## config.mk

```make
export PLATFORM = sky130hd
export DESIGN_NAME = rma_cordic
export DESIGN_NICKNAME = d
export VERILOG_FILES = /design/src/rma_pkg.sv /design/src/rma_cordic.sv
export SDC_FILE = /design/constraint.sdc
export NUM_CORES = 1
export LEC_CHECK = 0
export BUFFER_PORTS_ARGS = -buffer_cell sky130_fd_sc_hd__buf_2
export CORE_ASPECT_RATIO = 1.5
export CORE_MARGIN = 1.5
export CORE_UTILIZATION = 45
export DETAILED_ROUTE_END_ITERATION = 8
export MAX_ROUTING_LAYER = met4
export PLACE_DENSITY = 0.65
export SYNTH_ARGS = -nofsm -noshare
export SYNTH_HDL_FRONTEND = slang
export SYNTH_SLANG_ARGS = --single-unit
export TNS_END_PERCENT = 10
```

## constraint.sdc

```tcl
create_clock -name i_clk -period 8.6 [get_ports i_clk]
set_clock_uncertainty 0.05 [all_clocks]
set_input_delay 0.86 -clock i_clk [delete_from_list [all_inputs] [get_ports i_clk]]
set_output_delay 0.86 -clock i_clk [all_outputs]
set_load 0.1 [all_outputs]
```

## src/rma_pkg.sv

```systemverilog
`default_nettype none
package rma_pkg;
    localparam int unsigned CMD_BITS = 3;
    localparam logic [CMD_BITS-1:0] CMD_IDENT  = 3'd0;
    localparam logic [CMD_BITS-1:0] CMD_ROTX   = 3'd1;
    localparam logic [CMD_BITS-1:0] CMD_ROTY   = 3'd2;
    localparam logic [CMD_BITS-1:0] CMD_ROTZ   = 3'd3;
    localparam logic [CMD_BITS-1:0] CMD_MULST  = 3'd4;
    localparam logic [CMD_BITS-1:0] CMD_TRST   = 3'd5;
    localparam logic [CMD_BITS-1:0] CMD_MULOUT = 3'd6;
    localparam logic [CMD_BITS-1:0] CMD_TROUT  = 3'd7;
    localparam int unsigned ANG_BITS = 32;
    localparam int unsigned ATAN_BITS = 31;
    localparam logic [63:0] GAIN_Q30 = 64'd652032874;

    // Binary-angle arctangent of 2^-i, zero from step 31 on.
    function automatic logic [ATAN_BITS-1:0] atan_lut(input logic [5:0] i);
        logic [ATAN_BITS-1:0] v;
        unique case (i)
            6'd0:  v = 31'd536870912;
            6'd1:  v = 31'd316933406;
            6'd2:  v = 31'd167458907;
            6'd3:  v = 31'd85004756;
            6'd4:  v = 31'd42667331;
            6'd5:  v = 31'd21354465;
            6'd6:  v = 31'd10679838;
            6'd7:  v = 31'd5340245;
            6'd8:  v = 31'd2670163;
            6'd9:  v = 31'd1335087;
            6'd10: v = 31'd667544;
            6'd11: v = 31'd333772;
            6'd12: v = 31'd166886;
            6'd13: v = 31'd83443;
            6'd14: v = 31'd41722;
            6'd15: v = 31'd20861;
            6'd16: v = 31'd10430;
            6'd17: v = 31'd5215;
            6'd18: v = 31'd2608;
            6'd19: v = 31'd1304;
            6'd20: v = 31'd652;
            6'd21: v = 31'd326;
            6'd22: v = 31'd163;
            6'd23: v = 31'd81;
            6'd24: v = 31'd41;
            6'd25: v = 31'd20;
            6'd26: v = 31'd10;
            6'd27: v = 31'd5;
            6'd28: v = 31'd3;
            6'd29: v = 31'd1;
            6'd30: v = 31'd1;
            default: v = '0;
        endcase
        return v;
    endfunction
endpackage
`default_nettype wire

```

## src/rma_cordic.sv

```systemverilog
`default_nettype none
module rma_cordic #(
    parameter int unsigned ELEM_BITS    = 32,
    parameter int unsigned FRAC_BITS    = 28,
    parameter int unsigned CORDIC_STEPS = 28
) (
    input  wire logic                          i_clk,
    input  wire logic                          i_rst_n,
    input  wire logic                          i_start,
    input  wire logic [rma_pkg::ANG_BITS-1:0]  i_angle,
    output logic                               o_done,
    output logic signed [ELEM_BITS+1:0]        o_cos,
    output logic signed [ELEM_BITS+1:0]        o_sin
);
    localparam int unsigned XW = ELEM_BITS + 2;
    localparam int unsigned ZW = rma_pkg::ANG_BITS + 1;
    localparam int unsigned CW = $clog2(CORDIC_STEPS + 1);
    localparam logic [63:0] GAIN = (FRAC_BITS == 30) ? rma_pkg::GAIN_Q30 :
        (FRAC_BITS < 30) ? ((rma_pkg::GAIN_Q30 + (64'd1 << (29 - FRAC_BITS)))
                            >> (30 - FRAC_BITS)) :
        (rma_pkg::GAIN_Q30 << (FRAC_BITS - 30));

    logic signed [XW-1:0] r_x, r_y, n_x, n_y;
    logic signed [ZW-1:0] r_z, n_z;
    logic [CW-1:0]        r_cnt;
    logic                 r_busy, r_flip, r_done;
    logic [rma_pkg::ANG_BITS-1:0] w_ang;
    logic signed [ZW-1:0] w_a;
    logic [5:0]           w_i;
    logic [1:0]           w_q;

    assign w_q   = i_angle[rma_pkg::ANG_BITS-1 -: 2];
    assign w_ang = (w_q == 2'd1 || w_q == 2'd2) ?
                   (i_angle ^ {1'b1, {(rma_pkg::ANG_BITS-1){1'b0}}}) : i_angle;
    assign w_i   = 6'(r_cnt);
    assign w_a   = ZW'(rma_pkg::atan_lut(w_i));

    always_comb begin
        if (!r_z[ZW-1]) begin
            n_x = r_x - (r_y >>> w_i);
            n_y = r_y + (r_x >>> w_i);
            n_z = r_z - w_a;
        end else begin
            n_x = r_x + (r_y >>> w_i);
            n_y = r_y - (r_x >>> w_i);
            n_z = r_z + w_a;
        end
    end

    always_ff @(posedge i_clk) begin
        if (!i_rst_n) begin
            r_busy <= 1'b0;
            r_done <= 1'b0;
            r_cnt  <= '0;
        end else begin
            r_done <= 1'b0;
            if (i_start) begin
                r_busy <= 1'b1;
                r_cnt  <= '0;
                r_flip <= (w_q == 2'd1 || w_q == 2'd2);
                r_x    <= XW'(GAIN);
                r_y    <= '0;
                r_z    <= ZW'(signed'(w_ang));
            end else if (r_busy) begin
                if (r_cnt == CW'(CORDIC_STEPS)) begin
                    r_busy <= 1'b0;
                    r_done <= 1'b1;
                    if (r_flip) begin
                        r_x <= -r_x;
                        r_y <= -r_y;
                    end
                end else begin
                    r_x   <= n_x;
                    r_y   <= n_y;
                    r_z   <= n_z;
                    r_cnt <= r_cnt + 1'b1;
                end
            end
        end
    end

    assign o_done = r_done;
    assign o_cos  = r_x;
    assign o_sin  = r_y;
endmodule
`default_nettype wire

```

==> flow_summary_export.csv <==
group,metric,value,unit
timing,timing.hold.ws,0.588,ns
timing,drv_slew,0,
timing,max_slew.worst_pin.slew,1.19,ns
setup_path,cp_cell_sequence,"buf_4, mux2i_1, mux2_2, o211ai_1, a21oi_1, nand4_1, nor3_2, nand3_1, mux2_1, a222oi_1, a21boi_1, ha_1, nand3_1, nor2_1, nand3_1, a211oi_1, o21ai_0, o21ai_0, o41ai_1, xnor2_1, a211oi_1",
logic_synthesis,synth_edf_count,102,
setup_path,slowest_stage,"dfxtp_4",
setup_path,cp_max_fo,52,
cts,cts_inserted_buffers,17,
logic_synthesis,synth_area_per_cell,8.24,um2
timing,finalSetupTns,0,ns
power,pwr-share-clk,8.9,%
setup_path,required,8.74,ns
setup_path,start_kind,"flip-flop",
route,ant_nets,0,
cts,ctsResizeCount,0,
power,p_leak,0.00799,uW
route,vias,19400,
cts,clockBufferDepth,2,
grt,grt.busiest_layer,"met2",
cts,cts_tree,"yes",
grt,grt_pass1_wl,117000,um
setup_path,ff2ff_path_depth,21,
floorplan,coreArea,42800,um2
logic_synthesis,ys_warn_count,0,
setup_path,crit_top_cell,"nand3_1",
power,power_density,430,nW/um2
timing,min_period,7.36,ns
setup_path,cp.depth,21,
setup_path,cpPeakStageDelay,0.82,ns
floorplan,std_cell_rows,93,
setup_path,critical_path_buf_inv_count,1,
logic_synthesis,postSynth.asyncResetShare,0,%
timing,hold_viol_final,0,
cts,cts_root_buf,"clkbuf_16",
job,maxCapViolCount,0,
route,routed_wirelength,78400,um
layout,final_cell_mix,"nor2_1, nand2_1, a21oi_1",
power,pwr-share-comb,71.8,%
route,drtIter0Drc,1829,
timing,grt_setup_unrepaired,"no",
status,status,"finished clean",
cts,post_cts_buffers,0,
timing,finalSetupViolCount,0,
cts,postCtsHoldBufs,0,
logic_synthesis,ys_seq_elements,139,
grt,grt_overflow,0,
floorplan,fp.dieW,173,um
route,viasPerCell,6.62,
layout,fillers,4286,
power,p_int,3800,uW
layout,area_delta_synth_final,6.85,%
place,hpwl,57700,um
route,wire_per_inst,26.7,um
logic_synthesis,syn_nets,2518,
worst_hold_path,min_path_type,"flip-flop to flip-flop",
power,pwr-share-seq,19.4,%
worst_hold_path,hold_depth,2,
grt,grtUsageTotal,35.8,%
timing,fin_ws,1.24,ns
setup_path,crit_family,"compound AO/OA/AOI/OAI gates",
logic_synthesis,synth.cell_area,19500,um2
grt,use_met2,62.2,%
logic_synthesis,ys_dominant_reg_cell,"edfxtp_1",
setup_path,arrival,7.51,ns
grt,antenna_found_initial,1,
cts,clkTransAtPathRegs,0.07,ns
grt,grt_max_degree,82,
cts,cts.sinks,139,
grt,grt_pass1_vias,18900,
logic_synthesis,syn_inst,2367,
route,drt_pre_antenna_iters,6,
power,power.switching,5160,uW
cts,htreeDepth,4,
route,drc_errors,0,
logic_synthesis,yosysSeqAreaShare,19.5,%
timing,fmax,136,MHz
layout,finish.net_count,2498,
setup_path,end_kind,"flip-flop",
floorplan,io-pin-count,104,
timing,fin_crit_sh,85.6,%
layout,final_common_cell,"nor2_1",
layout,drive_gt1_share,14.9,%
floorplan,die_area,44600,um2
power,switching_share,57.6,%
floorplan,initial_core_util,45.5,%
power,irDropWorstVdd,0.553,mV
place,place_ws,1.61,ns
grt,met1_usage,37.4,%
setup_path,path_class,"flip-flop to flip-flop",
place,portBuffers,103,
timing,slew_headroom,20.5,%
grt,met3_usage,5.67,%
logic_synthesis,synth_cell_types,93,
place,gp_congestion,1.04,
cts,clk_latency,0.49,ns
floorplan,die-height,258,um
-- through the flow --
| step | instances | instance area (um2) | power [uW] | utilization, % |
|---|---|---|---|---|
| after global routing | 2931 | 20800 | 9460 | 48.7 |
| final | 2931 | 20800 | 8950 | 48.7 |
| after detailed placement | 2898 | 20200 | 8010 | 47.3 |
| after floorplan | 2367 | 19500 | 6380 | - |
| after global placement | 2898 | 20200 | 7980 | 47.3 |
| after CTS | 2930 | 20800 | 8850 | 48.7 |
-- sequential cells by signal (all words and copies together) (netlist names) --
register,cells
r_cnt,5
r_busy,1
r_z,33
r_flip,1
o_cos,34
o_done,1
w_a,30
o_sin,34
-- layer usage --
| metal | up-vias | share of wire (%) |
|---|---|---|
| li1 | 8812 | - |
| met1 | 9437 | 36 |
| met2 | 884 | 51 |
| met3 | 259 | 6.2 |
| met4 | 0 | 7.5 |
| met5 | - | 0 |
-- synthesized netlist by cell type (23+ instances only) --
| cell | n | area share [%] |
|---|---|---|
| nor2_1 | 223 | 4.3 |
| mux2i_1 | 35 | 1.8 |
| nor3_1 | 60 | 1.5 |
| edfxtp_1 | 102 | 16 |
| nor2b_1 | 32 | 1.0 |
| a211oi_1 | 47 | 1.8 |
| and2_1 | 27 | 0.87 |
| inv_1 | 54 | 1.0 |
| xnor2_1 | 110 | 4.9 |
| nand3_1 | 49 | 1.3 |
| o22ai_1 | 33 | 1.1 |
| nand2b_1 | 33 | 1.1 |
| dfxtp_1 | 37 | 3.8 |
| mux4_2 | 84 | 9.7 |
| ha_1 | 113 | 7.3 |
| xor2_1 | 117 | 5.3 |
| a21o_1 | 51 | 2.0 |
| a21oi_1 | 189 | 4.9 |
| clkbuf_1 | 117 | 2.3 |
| nor4_1 | 23 | 0.74 |
| a31oi_1 | 37 | 1.2 |
| buf_2 | 24 | 0.62 |
| mux2_2 | 57 | 3.3 |
| nand2_1 | 205 | 3.9 |
| or3_1 | 32 | 1.0 |
| o21ai_0 | 147 | 3.8 |
| o211ai_1 | 33 | 1.3 |
-- area by class of cell --
cell class / instances / area [um2] / share of cell area (%)
sequential: 139 / 3820 / 18.3
clock inverter: 12 / 126 / 0.606
clock buffer: 20 / 468 / 2.25
antenna: 1 / 2.50 / 0.0120
timing repair buffer: 137 / 786 / 3.77
tap: 570 / 713 / 3.42
inverter: 58 / 218 / 1.04
multi-input combinational: 1994 / 14700 / 70.6
-- cells by family (layout without fill, tap and decap cells) --
| family | Yosys count | after routing | synth area share (%) |
|---|---|---|---|
| flops | 139 | 139 | 19.5 |
| fa+ha+maj | 116 | 116 | 7.56 |
| xor+xnor | 227 | 227 | 10.2 |
| mux | 183 | 183 | 15.2 |
| buf+inv | 234 | 227 | 5.24 |
| other cells | 0 | 1 | 0 |
| compound gates | 702 | 702 | 23.3 |
| simple gates | 766 | 766 | 19.0 |
-- power groups by stage --
| stage | clock (uW) | combinational (uW) | sequential (uW) |
|---|---|---|---|
| after global placement | 0 | 6270 | 1710 |
| final | 793 | 6430 | 1740 |
| after floorplan | 0 | 4100 | 2280 |
| after CTS | 803 | 6340 | 1710 |
| after global routing | 826 | 6880 | 1760 |
| after detailed placement | 0 | 6290 | 1720 |
-- worst paths after layout --
check | endpoint | slack [ns] | start
setup / recovery | o_sin[33] | 1.24 | r_cnt[1]
hold / removal | r_cnt[1] | 0.59 | r_busy
setup reg to reg | o_sin[33] | 1.24 | r_cnt[1]
hold reg to reg | r_cnt[1] | 0.59 | r_busy
-- worst register-to-register path: stages (launching register included) --
cell	delay [ns]
dfxtp_4	0.82
buf_4	0.56
mux2i_1	0.76
mux2_2	0.34
o211ai_1	0.26
a21oi_1	0.41
nand4_1	0.15
nor3_2	0.39
nand3_1	0.26
mux2_1	0.37
a222oi_1	0.26
a21boi_1	0.21
ha_1	0.22
nand3_1	0.09
nor2_1	0.23
nand3_1	0.12
a211oi_1	0.51
o21ai_0	0.24
o21ai_0	0.40
o41ai_1	0.15
xnor2_1	0.18
a211oi_1	0.09
Power figures use the tool's default switching activity.
